File: src/design/page_frame_manager_lru_assert.svh
// assertion macros for the page frame manager
`ifndef PAGE_FRAME_MANAGER_LRU_ASSERT_SVH
`define PAGE_FRAME_MANAGER_LRU_ASSERT_SVH

// condition must hold at every edge out of reset
`define PFM_ALWAYS(label, clk, rst_n, cond, msg) \
    label: assert property (@(posedge clk) disable iff (!rst_n) (cond)) else $error(msg);

// antecedent implies consequent in the same cycle
`define PFM_IMPLIES(label, clk, rst_n, ante, cons, msg) \
    label: assert property (@(posedge clk) disable iff (!rst_n) (ante) |-> (cons)) \
        else $error(msg);

`endif

File: src/design/pfm_pkg.sv
// shared constants and types for the page frame manager
package pfm_pkg;

    localparam int FRAMES  = 16;
    localparam int FW      = $clog2(FRAMES);
    localparam int CW      = $clog2(FRAMES + 1);
    localparam int PAGE_W  = 31;
    localparam int PIN_W   = 16;
    localparam logic [PIN_W-1:0] PIN_MAX = '1;

    localparam logic [2:0] CMD_FETCH    = 3'd0;
    localparam logic [2:0] CMD_NEW      = 3'd1;
    localparam logic [2:0] CMD_UNPIN    = 3'd2;
    localparam logic [2:0] CMD_FLUSH    = 3'd3;
    localparam logic [2:0] CMD_FLUSHALL = 3'd4;

    localparam logic [2:0] ST_HIT       = 3'd0;
    localparam logic [2:0] ST_PLACED    = 3'd1;
    localparam logic [2:0] ST_ALLPINNED = 3'd2;
    localparam logic [2:0] ST_NOTRES    = 3'd3;
    localparam logic [2:0] ST_DONE      = 3'd4;

    typedef struct packed {
        logic [PAGE_W-1:0] page;
        logic [PIN_W-1:0]  pins;
        logic [FW-1:0]     pos;
    } t_entry;

    typedef struct packed {
        logic          we;
        logic [FW-1:0] addr;
        t_entry        data;
    } t_wreq;

endpackage

File: src/design/pfm_ram.sv
// frame metadata memory, one write and one registered read port
module pfm_ram (
    input  logic            i_clk,
    input  pfm_pkg::t_wreq  i_wreq,
    input  logic            i_re,
    input  logic [pfm_pkg::FW-1:0] i_raddr,
    output pfm_pkg::t_entry o_rdata
);

    pfm_pkg::t_entry r_mem [pfm_pkg::FRAMES];
    pfm_pkg::t_entry r_rdata;

    always_ff @(posedge i_clk) begin
        if (i_wreq.we) begin
            r_mem[i_wreq.addr] <= i_wreq.data;
        end
        if (i_re) begin
            r_rdata <= r_mem[i_raddr];
        end
    end

    assign o_rdata = r_rdata;

endmodule

File: src/design/page_frame_manager_lru.sv
// page frame manager: lookup, lru replacement and flush sequencer
// A request is taken when o_s_tready is high, which it is only while the block is idle. Fetch,
// new, unpin and flush scan all frame entries in the metadata memory, one read a cycle, then
// decide in S_DEC and register their result in S_FIN, after which the block is idle again;
// when a frame in the lru order leaves it, a second pass (S_SWP) between the two renumbers the
// remaining lru positions. Flush-all steps through the frames up to the last dirty one, reads
// each dirty frame's entry and emits one result per dirty frame in frame order, or a single
// done result when no frame is dirty. A finished result waits in the output register and a
// stalled output holds the block before it emits the next one.
module page_frame_manager_lru (
    input  logic        i_clk,
    input  logic        i_rst_n,
    input  logic        i_s_tvalid,
    output logic        o_s_tready,
    input  logic [31:0] i_s_tdata,   // page_id[30:0], mark_dirty[31]
    input  logic [2:0]  i_s_tuser,   // command[2:0]
    output logic        o_m_tvalid,
    input  logic        i_m_tready,
    output logic [39:0] o_m_tdata,   // frame[3:0], load_page[4], write_back[5], write_page[36:6]
    output logic [2:0]  o_m_tuser,   // status[2:0]
    output logic        o_m_tlast
);

`include "page_frame_manager_lru_assert.svh"

    localparam int FR = pfm_pkg::FRAMES;
    localparam int FW = pfm_pkg::FW;
    localparam int CW = pfm_pkg::CW;
    localparam int PW = pfm_pkg::PAGE_W;
    localparam int NW = pfm_pkg::PIN_W;

    localparam logic [2:0] S_IDLE   = 3'd0;
    localparam logic [2:0] S_SCAN   = 3'd1;
    localparam logic [2:0] S_DEC    = 3'd2;
    localparam logic [2:0] S_SWP    = 3'd3;
    localparam logic [2:0] S_FIN    = 3'd4;
    localparam logic [2:0] S_FA_RD  = 3'd5;
    localparam logic [2:0] S_FA_OUT = 3'd6;

    localparam logic [2:0] K_NONE  = 3'd0;
    localparam logic [2:0] K_HIT   = 3'd1;
    localparam logic [2:0] K_PU    = 3'd2;
    localparam logic [2:0] K_PE    = 3'd3;
    localparam logic [2:0] K_UNPIN = 3'd4;
    localparam logic [2:0] K_FLUSH = 3'd5;

    logic [2:0]    r_state, n_state;
    logic [FR-1:0] r_res, n_res, r_dirty, n_dirty, r_inlru, n_inlru;
    logic [CW-1:0] r_unused, n_unused, r_len, n_len, r_i, n_i;
    logic          r_pv, n_pv;
    logic [FW-1:0] r_pa, n_pa;
    logic [2:0]    r_cmd, n_cmd;
    logic [PW-1:0] r_pid, n_pid;
    logic          r_md, n_md;
    logic          r_hv, n_hv, r_ov_old, n_ov_old;
    logic [FW-1:0] r_hf, n_hf, r_of, n_of, r_hpos, n_hpos, r_p, n_p, r_lastf, n_lastf;
    logic [NW-1:0] r_hpins, n_hpins;
    logic [PW-1:0] r_hpage, n_hpage, r_opage, n_opage;
    logic [2:0]    r_kind, n_kind, r_st, n_st;
    logic [FW-1:0] r_fr, n_fr;
    logic          r_ld, n_ld, r_wb, n_wb;
    logic [PW-1:0] r_wp, n_wp;
    logic          r_ov, n_ov;
    logic [2:0]    r_ost, n_ost;
    logic [FW-1:0] r_ofr, n_ofr;
    logic          r_old, n_old, r_owb, n_owb, r_olast, n_olast;
    logic [PW-1:0] r_owp, n_owp;

    pfm_pkg::t_wreq  wreq;
    pfm_pkg::t_entry rd;
    logic            re;
    logic [FW-1:0]   raddr;
    logic            slot;
    logic [FR-1:0]   dmask;
    logic            any_d;
    logic [FW-1:0]   hi_d;
    logic [NW-1:0]   upins;
    logic            joins;

    pfm_ram u_ram (
        .i_clk  (i_clk),
        .i_wreq (wreq),
        .i_re   (re),
        .i_raddr(raddr),
        .o_rdata(rd)
    );

    assign slot  = !r_ov || i_m_tready;
    assign dmask = r_res & r_dirty;
    assign upins = (r_hpins != '0) ? r_hpins - 1'b1 : r_hpins;
    assign joins = (upins == '0) && !r_inlru[r_hf] && (r_len < CW'(FR));

    always_comb begin
        any_d = 1'b0;
        hi_d  = '0;
        for (int k = 0; k < FR; k++) begin
            if (dmask[k]) begin
                any_d = 1'b1;
                hi_d  = FW'(k);
            end
        end
    end

    always_comb begin
        n_state = r_state; n_res = r_res; n_dirty = r_dirty; n_inlru = r_inlru;
        n_unused = r_unused; n_len = r_len; n_i = r_i; n_pv = r_pv; n_pa = r_pa;
        n_cmd = r_cmd; n_pid = r_pid; n_md = r_md;
        n_hv = r_hv; n_hf = r_hf; n_hpos = r_hpos; n_hpins = r_hpins; n_hpage = r_hpage;
        n_ov_old = r_ov_old; n_of = r_of; n_opage = r_opage; n_p = r_p; n_lastf = r_lastf;
        n_kind = r_kind; n_st = r_st; n_fr = r_fr; n_ld = r_ld; n_wb = r_wb; n_wp = r_wp;
        n_ov = r_ov && !i_m_tready;
        n_ost = r_ost; n_ofr = r_ofr; n_old = r_old; n_owb = r_owb; n_owp = r_owp;
        n_olast = r_olast;
        wreq = '0;
        re = 1'b0;
        raddr = r_i[FW-1:0];

        case (r_state)
            S_IDLE: begin
                if (i_s_tvalid) begin
                    n_cmd = i_s_tuser;
                    n_pid = i_s_tdata[PW-1:0];
                    n_md  = i_s_tdata[31];
                    n_i   = '0;
                    n_pv  = 1'b0;
                    n_hv  = 1'b0;
                    n_ov_old = 1'b0;
                    n_st = pfm_pkg::ST_DONE; n_fr = '0; n_ld = 1'b0; n_wb = 1'b0; n_wp = '0;
                    n_kind = K_NONE;
                    if (i_s_tuser inside {pfm_pkg::CMD_FETCH, pfm_pkg::CMD_NEW,
                                          pfm_pkg::CMD_UNPIN, pfm_pkg::CMD_FLUSH}) begin
                        n_state = S_SCAN;
                    end else if (i_s_tuser == pfm_pkg::CMD_FLUSHALL) begin
                        n_lastf = hi_d;
                        n_state = any_d ? S_FA_RD : S_FIN;
                    end
                end
            end
            S_SCAN, S_SWP: begin
                if (r_i != CW'(FR)) begin
                    re = 1'b1;
                    n_i = r_i + 1'b1;
                    n_pv = 1'b1;
                    n_pa = r_i[FW-1:0];
                end else begin
                    n_pv = 1'b0;
                    if (!r_pv) begin
                        if (r_state == S_SCAN) begin
                            n_state = S_DEC;
                        end else begin
                            n_len = r_len - 1'b1;
                            n_state = S_FIN;
                        end
                    end
                end
                if (r_pv && r_res[r_pa]) begin
                    if (r_state == S_SCAN) begin
                        if (!r_hv && rd.page == r_pid) begin
                            n_hv = 1'b1; n_hf = r_pa; n_hpos = rd.pos;
                            n_hpins = rd.pins; n_hpage = rd.page;
                        end
                        if (r_inlru[r_pa] && rd.pos == '0) begin
                            n_ov_old = 1'b1; n_of = r_pa; n_opage = rd.page;
                        end
                    end else if (r_inlru[r_pa] && rd.pos > r_p) begin
                        wreq.we = 1'b1;
                        wreq.addr = r_pa;
                        wreq.data = rd;
                        wreq.data.pos = rd.pos - 1'b1;
                    end
                end
            end
            S_DEC: begin
                n_state = S_FIN;
                n_i = '0;
                n_pv = 1'b0;
                case (r_cmd)
                    pfm_pkg::CMD_FETCH, pfm_pkg::CMD_NEW: begin
                        if (r_hv) begin
                            n_kind = K_HIT; n_st = pfm_pkg::ST_HIT; n_fr = r_hf; n_p = r_hpos;
                            if (r_inlru[r_hf]) n_state = S_SWP;
                        end else if (r_unused != '0) begin
                            n_kind = K_PU; n_st = pfm_pkg::ST_PLACED;
                            n_fr = FW'(r_unused - 1'b1);
                            n_ld = (r_cmd == pfm_pkg::CMD_FETCH);
                        end else if (r_len != '0 && r_ov_old) begin
                            n_kind = K_PE; n_st = pfm_pkg::ST_PLACED; n_fr = r_of;
                            n_ld = (r_cmd == pfm_pkg::CMD_FETCH);
                            n_wb = r_dirty[r_of];
                            n_wp = r_dirty[r_of] ? r_opage : '0;
                            n_p = '0;
                            n_state = S_SWP;
                        end else begin
                            n_st = pfm_pkg::ST_ALLPINNED;
                        end
                    end
                    pfm_pkg::CMD_UNPIN: begin
                        if (r_hv) begin
                            n_kind = K_UNPIN; n_fr = r_hf;
                        end else begin
                            n_st = pfm_pkg::ST_NOTRES;
                        end
                    end
                    default: begin
                        if (r_hv) begin
                            n_kind = K_FLUSH; n_fr = r_hf;
                            n_wb = r_dirty[r_hf];
                            n_wp = r_dirty[r_hf] ? r_hpage : '0;
                        end else begin
                            n_st = pfm_pkg::ST_NOTRES;
                        end
                    end
                endcase
            end
            S_FIN: begin
                if (slot) begin
                    n_ov = 1'b1; n_ost = r_st; n_ofr = r_fr; n_old = r_ld; n_owb = r_wb;
                    n_owp = r_wp; n_olast = 1'b1;
                    n_state = S_IDLE;
                    wreq.addr = r_fr;
                    wreq.data.page = r_pid;
                    wreq.data.pins = NW'(1);
                    wreq.data.pos = '0;
                    case (r_kind)
                        K_HIT: begin
                            wreq.we = 1'b1;
                            wreq.data.pins = (r_hpins != pfm_pkg::PIN_MAX) ?
                                             r_hpins + 1'b1 : r_hpins;
                            wreq.data.pos = r_hpos;
                            n_inlru[r_fr] = 1'b0;
                            if (r_cmd == pfm_pkg::CMD_NEW) n_dirty[r_fr] = 1'b1;
                        end
                        K_PU, K_PE: begin
                            wreq.we = 1'b1;
                            n_res[r_fr] = 1'b1;
                            n_inlru[r_fr] = 1'b0;
                            n_dirty[r_fr] = (r_cmd == pfm_pkg::CMD_NEW);
                            if (r_kind == K_PU) n_unused = r_unused - 1'b1;
                        end
                        K_UNPIN: begin
                            wreq.we = 1'b1;
                            wreq.data.page = r_hpage;
                            wreq.data.pins = upins;
                            wreq.data.pos = joins ? r_len[FW-1:0] : r_hpos;
                            if (r_md) n_dirty[r_fr] = 1'b1;
                            if (joins) begin
                                n_inlru[r_fr] = 1'b1;
                                n_len = r_len + 1'b1;
                            end
                        end
                        K_FLUSH: begin
                            n_dirty[r_fr] = 1'b0;
                        end
                        default: begin
                        end
                    endcase
                end
            end
            S_FA_RD: begin
                if (dmask[r_i[FW-1:0]]) begin
                    re = 1'b1;
                    n_state = S_FA_OUT;
                end else begin
                    n_i = r_i + 1'b1;
                end
            end
            S_FA_OUT: begin
                if (slot) begin
                    n_ov = 1'b1; n_ost = pfm_pkg::ST_DONE; n_ofr = r_i[FW-1:0];
                    n_old = 1'b0; n_owb = 1'b1; n_owp = rd.page;
                    n_olast = (r_i[FW-1:0] == r_lastf);
                    n_dirty[r_i[FW-1:0]] = 1'b0;
                    n_i = r_i + 1'b1;
                    n_state = (r_i[FW-1:0] == r_lastf) ? S_IDLE : S_FA_RD;
                end
            end
            default: begin
                n_state = S_IDLE;
            end
        endcase
    end

    always_ff @(posedge i_clk) begin
        if (!i_rst_n) begin
            r_state <= S_IDLE;
            r_res <= '0; r_dirty <= '0; r_inlru <= '0;
            r_unused <= CW'(FR);
            r_len <= '0;
            r_ov <= 1'b0;
            r_pv <= 1'b0;
        end else begin
            r_state <= n_state;
            r_res <= n_res; r_dirty <= n_dirty; r_inlru <= n_inlru;
            r_unused <= n_unused;
            r_len <= n_len;
            r_ov <= n_ov;
            r_pv <= n_pv;
        end
        r_i <= n_i; r_pa <= n_pa; r_cmd <= n_cmd; r_pid <= n_pid; r_md <= n_md;
        r_hv <= n_hv; r_hf <= n_hf; r_hpos <= n_hpos; r_hpins <= n_hpins; r_hpage <= n_hpage;
        r_ov_old <= n_ov_old; r_of <= n_of; r_opage <= n_opage; r_p <= n_p;
        r_lastf <= n_lastf; r_kind <= n_kind; r_st <= n_st; r_fr <= n_fr; r_ld <= n_ld;
        r_wb <= n_wb; r_wp <= n_wp; r_ost <= n_ost; r_ofr <= n_ofr; r_old <= n_old;
        r_owb <= n_owb; r_owp <= n_owp; r_olast <= n_olast;
    end

    assign o_s_tready = (r_state == S_IDLE);
    assign o_m_tvalid = r_ov;
    assign o_m_tdata  = {3'b000, r_owp, r_owb, r_old, r_ofr};
    assign o_m_tuser  = r_ost;
    assign o_m_tlast  = r_olast;

    `PFM_ALWAYS(a_len_bound, i_clk, i_rst_n, r_len <= CW'(FR), "lru length beyond pool")
    `PFM_ALWAYS(a_lru_resident, i_clk, i_rst_n, (r_inlru & ~r_res) == '0,
        "lru frame not resident")
    `PFM_ALWAYS(a_frame_count, i_clk, i_rst_n,
        ($countones(r_res) + int'(r_unused)) == FR, "resident and unused frames disagree")
    `PFM_IMPLIES(a_lru_count, i_clk, i_rst_n, r_state == S_IDLE,
        $countones(r_inlru) == int'(r_len), "lru length does not match lru members")

endmodule

File: config.mk
export PLATFORM = sky130hd
export DESIGN_NAME = page_frame_manager_lru
export DESIGN_NICKNAME = d
export VERILOG_FILES = /design/src/design/pfm_pkg.sv /design/src/design/pfm_ram.sv /design/src/design/page_frame_manager_lru.sv
export VERILOG_INCLUDE_DIRS = /design/src /design/src/design
export SDC_FILE = /design/constraint.sdc
export NUM_CORES = 1
export LEC_CHECK = 0
export ABC_CLOCK_PERIOD_IN_PS = 6800
export BUFFER_PORTS_ARGS = -buffer_cell sky130_fd_sc_hd__buf_4
export CAP_MARGIN = 0
export CORE_MARGIN = 2
export CORE_UTILIZATION = 29
export DETAILED_ROUTE_END_ITERATION = 8
export SYNTH_ARGS = -nofsm -noshare
export SYNTH_HDL_FRONTEND = slang
export SYNTH_SLANG_ARGS = --single-unit
File: constraint.sdc
create_clock -name i_clk -period 6.8 [get_ports i_clk]
set_input_delay 1.7 -clock i_clk [delete_from_list [all_inputs] [get_ports i_clk]]
set_output_delay 1.7 -clock i_clk [all_outputs]
set_load 0.01 [all_outputs]
### Word level (Yosys, flattened, before mapping)

Memories as Yosys holds them, arrays and structs flattened. A register that Yosys moved wholly into a read port is not among the register bits.
Index checks and enable logic that the tools add are counted.

| word-level totals | value |
|---|---|
| flip-flop bits (word level) | 291 |
| RAM bits | 816 |
| input bits | 39 |
| logic and storage cells | 355 |
| memories | 1 |

Memories:

| memory | depth | width | rd ports | clocked after Yosys merged registers in | write ports | line | text |
|---|---|---|---|---|---|---|---|
| u_ram.r_mem | 16 | 51 | 1 | 1 | 1 | pfm_ram.sv:10 | `pfm_pkg::t_entry r_mem [pfm_pkg::FRAMES];` |

| cells by class | value |
|---|---|
| $add $sub $neg | 7 |
| $lt $le $gt $ge | 9 |
| equality and inequality tests | 53 |
| multiplexer cells | 174 |
| bitwise gates (word level) | 10 |
| reductions and logical operators | 63 |

Operators with widths:

| cell | number |
|---|---|
| 31-bit 2-to-1 mux | 10 |
| 56-bit 2-to-1 mux | 4 |
| 31-bit case mux with 2 select lines | 3 |
| 16-bit 2-to-1 mux | 7 |
| 56-bit case mux with 2 select lines | 1 |
| 3-bit 2-to-1 mux | 30 |
| 4-bit 2-to-1 mux | 18 |
| 16-bit bitwise AND | 4 |
| 16-bit case mux with 2 select lines | 2 |
| 16-bit case mux with 4 select lines | 1 |
| 1-bit 2-to-1 mux | 54 |
| 5-bit 2-to-1 mux | 10 |
| 16-bit OR | 3 |
| 2-bit inequality test (second input constant) | 20 |
| 20-bit case mux with 2 select lines | 1 |
| 16-bit inverter | 2 |
| 31-bit == test | 1 |
| 4-bit AND reduction | 7 |
| 3-bit inequality test (second input constant) | 9 |
| 4-bit by 5-bit less-than comparator with 1-bit output (second input constant) | 5 |
| 5-bit case mux with 5 select lines | 1 |
| 5-bit AND reduction | 5 |
| 1-bit binary-select mux with 4-bit select | 6 |
| 3-bit case mux with 2 select lines | 4 |
| other kinds (45) | 108 |

### Depth between registers and ports, before layout

| depth | value |
|---|---|
| word-level depth | 22 |
| gate-level depth with buffers | 10 |

### Hierarchy

From an unflattened synthesis, not the netlist that was laid out.

| second synthesis, totals | value |
|---|---|
| cell total of the unflattened synthesis | 2,765 |
| area total of the unflattened synthesis | 47,277.8 um^2 |

By module, submodules not included:

| module | times used | cells each | area an instance (um^2) | sequential area each (um^2) |
|---|---|---|---|---|
| pfm_ram | 1 | 1,320 | 32,122.1 | 26,035.0 |
| page_frame_manager_lru | 1 | 1,445 | 15,155.8 | 8,107.8 |

### Worst setup path before layout

Ideal clock, no wire load.

| path | value |
|---|---|
| path type | input -> register |
| start point | input port i_m_tready |
| end point | memory u_ram.r_mem[15][0] in the netlist's numbering, enable pin |
| setup time | 0.465 ns |
| data arrival time | 4.896 ns |
| required time | 6.335 ns |
| path slack | 1.438 ns |
| cell stages on the path | 5 |
| buffers on the path | 1 |
| path through | nor2b_1 nor2_1 clkbuf_1 a32o_1 nor2b_1 |

| between the ends | value |
|---|---|
| cells in the longest elaborated chain, start to end | 5 |

Ends and longest elaborated chain:

| element | line | text |
|---|---|---|
| start, declared | page_frame_manager_lru.sv:18 | `input logic i_m_tready,` |
| 1-bit logical OR (*) | page_frame_manager_lru.sv:88 | `assign slot = !r_ov \|\| i_m_tready;` |
| 56-bit 2-to-1 mux (*) | page_frame_manager_lru.sv:216 | `if (slot) begin` |
| 56-bit case mux with 2 select lines (*) | page_frame_manager_lru.sv:118 | `case (r_state)` |
| 1-bit 2-to-1 mux | pfm_ram.sv:14 | `if (i_wreq.we) begin` |
| 1-bit 2-to-1 mux (implied by the code) | pfm_ram.sv:15 | `r_mem[i_wreq.addr] <= i_wreq.data;` |
| end, declared | pfm_ram.sv:10 |  |

Every way passes the cells marked *; elsewhere a longest branch is shown, timed or not.

### Worst setup path in the final report

| path | value |
|---|---|
| start point | register r_state[0] |
| end point | memory u_ram.r_mem[7][40] in the netlist's numbering, enable pin |

| between the ends | value |
|---|---|
| cells in the longest elaborated chain, start to end | 6 |
| elaborated cells between the ends (all ways) | 9 |
| classes of those cells | eq/ne: 3; mux: 5; reduce/logical: 1 |

Ends and longest elaborated chain:

| element | line | text |
|---|---|---|
| start, declared | page_frame_manager_lru.sv:47 | `logic [2:0] r_state, n_state;` |
| start signal, assigned | page_frame_manager_lru.sv:292 | `r_state <= n_state;` |
| 3-bit by 1-bit == test with 1-bit output | page_frame_manager_lru.sv:118, page_frame_manager_lru.sv:157 |  |
| 56-bit 2-to-1 mux | page_frame_manager_lru.sv:157 | `if (r_state == S_SCAN) begin` |
| 56-bit 2-to-1 mux | page_frame_manager_lru.sv:156 | `if (r_pv && r_res[r_pa]) begin` |
| 56-bit case mux with 2 select lines (*) | page_frame_manager_lru.sv:118 |  |
| 1-bit 2-to-1 mux | pfm_ram.sv:14 |  |
| 1-bit 2-to-1 mux (implied by the code) | pfm_ram.sv:15 |  |

Marks and branches as above.

==> impl_metrics.yaml <==
outcome:
  outcome: "completed"
sta:
  layout_min_cycle_time_ns: 4.69
  worstMarginPinSlew_ns: 1.26
  setup_violations: 0
  setup_tns_ns: 0
  max_freq_ghz: 0.213
  slew_viol_final: 0
  rsz0062_at_grt: "no"
  slew_headroom_pct: 15.3
  fin_crit_sh_pct: 68.9
  finalClockSkew_ns: 0.0259
  hold_viol: 0
floorplan:
  pin_count: 85
  start_util_pct: 29.1
  coreArea_mm2: 0.162
  row_count: 148
  design.die.area_mm2: 0.166
  die_w_um: 408
  dieHeight_um: 408
setup_path:
  slowest_delay_ns: 0.73
  slowest_stage: "dfxtp_1"
  path_cells: "nor2b_1, nand4_1, a21o_1, a21oi_4, buf_4, a32o_1, nor2b_4, buf_4"
  crit_type: "reg2reg"
  path_buf_inv: 2
  cp.required_ns: 7.15
  cpMostUsedCell: "buf_4"
  start_kind: "flip-flop"
  worst_ep_arrival_time_ns: 5.03
  worstSetupEndpointType: "flip-flop"
  crit_family: "compound AO/OA/AOI/OAI gates"
  path_max_fanout: 32
clocking:
  post_cts_resized: 0
  numCtsBuffers: 116
  clockBufferDepth: 3
  clk_pin_slew_ns: 0.06
  h-tree-depth: 3
  ctsHoldBuffers: 0
  cts_setup_buffers: 0
  cts_sinks: 1158
  cts_root_buffer: "clkbuf_16"
  insertion_delay_ns: 0.70
  cts_tree: "done"
synthesis:
  synth_area_leaders: "edfxtp_1, mux4_2, dfxtp_1"
  yosysTopAreaCellShare_pct: 69.5
  synthesis.instances: 2635
  syn_area_per_cell_um2: 17.9
  synth_area_mm2: 0.0473
  synth_flop_cell: "edfxtp_1"
  synth_seq_area_share_pct: 72.2
  synth_edf_count: 1095
  yosys_warnings: 0
  synthArstFlopShare_pct: 0
  synth_cell_type_count: 85
  synth_largest_area_cell: "edfxtp_1"
  ys_seq_elements: 1158
detailed_routing:
  ant_nets: 0
  routed_wl_um: 117000
  via_per_inst: 4.97
  wl_per_cell_um: 23.2
  via_count: 25019
  dr.pass1.iters: 5
  drc: 0
  drtIter0Drc: 2361
cells_and_area:
  drive_gt1_share_pct: 23.0
  final_common_cell: "edfxtp_1"
  finish.net_count: 2829
  final_cell_mix: "edfxtp_1, mux4_2, nand2_1"
  area_delta_synth_final_pct: 15.3
power:
  p_leak_nw: 17.1
  peakVddDrop_mv: 0.500
  power_w: 0.0202
  power.density_mw_per_mm2: 371
placement:
  port-buffer-count: 81
  dp_hpwl_um: 67900
  gp_congestion: 0.840
grt:
  grt_use_total_pct: 13.8
  grt_pass1_wl_um: 173000
  grt_max_degree: 151
  grt_pass1_vias: 25400
  overflow: 0
  antenna_found_initial: 4
min_path:
  hold_class: "reg2reg"
job:
  cap_violations: 0
[worst register-to-register path: stages (launching register included)]
cell,delay [ns]
dfxtp_1,0.73
nor2b_1,0.41
nand4_1,0.14
a21o_1,0.28
a21oi_4,0.73
buf_4,0.55
a32o_1,0.33
nor2b_4,0.69
buf_4,0.48
[metrics by stage]
step | hold slack (ns) | cell area [µm²] | std cells | utilization [%] | setup WS [ns]
after floorplan | 0.424 | 47300 | 2637 | - | 1.44
after global placement | 0.433 | 50800 | 4830 | 31.3 | 1.81
after detailed placement | 0.442 | 50800 | 4830 | 31.3 | 1.76
after CTS | 0.461 | 54500 | 5035 | 33.6 | 2.14
after global routing | 0.475 | 54500 | 5035 | 33.6 | 1.91
final | 0.463 | 54500 | 5036 | 33.6 | 2.11
[cell usage after synthesis, drive strengths merged, types with 8 or more instances]
cell type,instances
and2,20
clkbuf,84
nand2,256
a31oi,22
o211ai,10
nand4,16
nand2b,18
nor3,28
inv,21
mux4,280
nor2,122
xnor2,12
dfxtp,63
xor2,42
o21ai,94
mux2i,47
ha,16
a22oi,33
edfxtp,1095
nor2b,38
and3,13
nand3,30
a21boi,36
nor4,17
o31ai,8
buf,68
a21oi,50
[area by class of cell]
cell class	instances	area, µm²
Fill cell	15370	108000
Sequential cell	1158	34100
Multi-Input combinational cell	1305	12600
Clock buffer	143	3070
Tap cell	2175	2720
Timing Repair Buffer	170	1310
Clock inverter	62	597
Inverter	22	82.6
Antenna cell	1	2.50
[logic make-up after synthesis]
| family | after synthesis | synth area share (%) |
|---|---|---|
| mux | 329 | 14.4 |
| other cells | 1 | 0.00793 |
| simple gates | 584 | 5.96 |
| flops | 1158 | 72.2 |
| fa+ha+maj | 17 | 0.466 |
| xor+xnor | 54 | 1.00 |
| compound gates | 318 | 4.38 |
| buf+inv | 174 | 1.58 |
[report_power, final]
group	total, W	switching (W)	internal [W]
registers	0.00919	0.000376	0.00882
clock network	0.00623	0.00261	0.00362
logic	0.00479	0.00282	0.00197
total	0.0202	0.00581	0.0144
[per-layer routing]
metal | global-route usage (%) | vias to the layer above | wire length [µm]
li1 | - | 10830 | -
met4 | 4.13 | 0 | 2770
met3 | 2.00 | 160 | 7660
met2 | 22.3 | 924 | 55600
met1 | 19.3 | 13105 | 50800
met5 | 0 | - | 0
[final timing paths]
| path | cells after the start | startpoint | slack, ns | endpoint |
|---|---|---|---|---|
| setup reg to reg | 8 | r_state[0] | 2.11 | u_ram.r_mem[7][40] |
| hold reg to reg | 0 | u_ram.o_rdata[7] | 0.46 | r_hpins[3] |
| hold / removal | 0 | u_ram.o_rdata[7] | 0.46 | r_hpins[3] |
| setup / recovery | 8 | r_state[0] | 2.11 | u_ram.r_mem[7][40] |
[state kept, by name (all words and copies together) (netlist names), 5 cells and up, named ones only]
name           cells
u_ram.r_mem      816
r_i                5
r_owp             31
r_hpins           16
r_opage           31
r_wp              31
r_pid             31
r_res             16
r_dirty           16
r_unused           5
r_len              5
r_hpage           31
u_ram.o_rdata     51
Note: power is estimated with default switching activity, not from simulation.
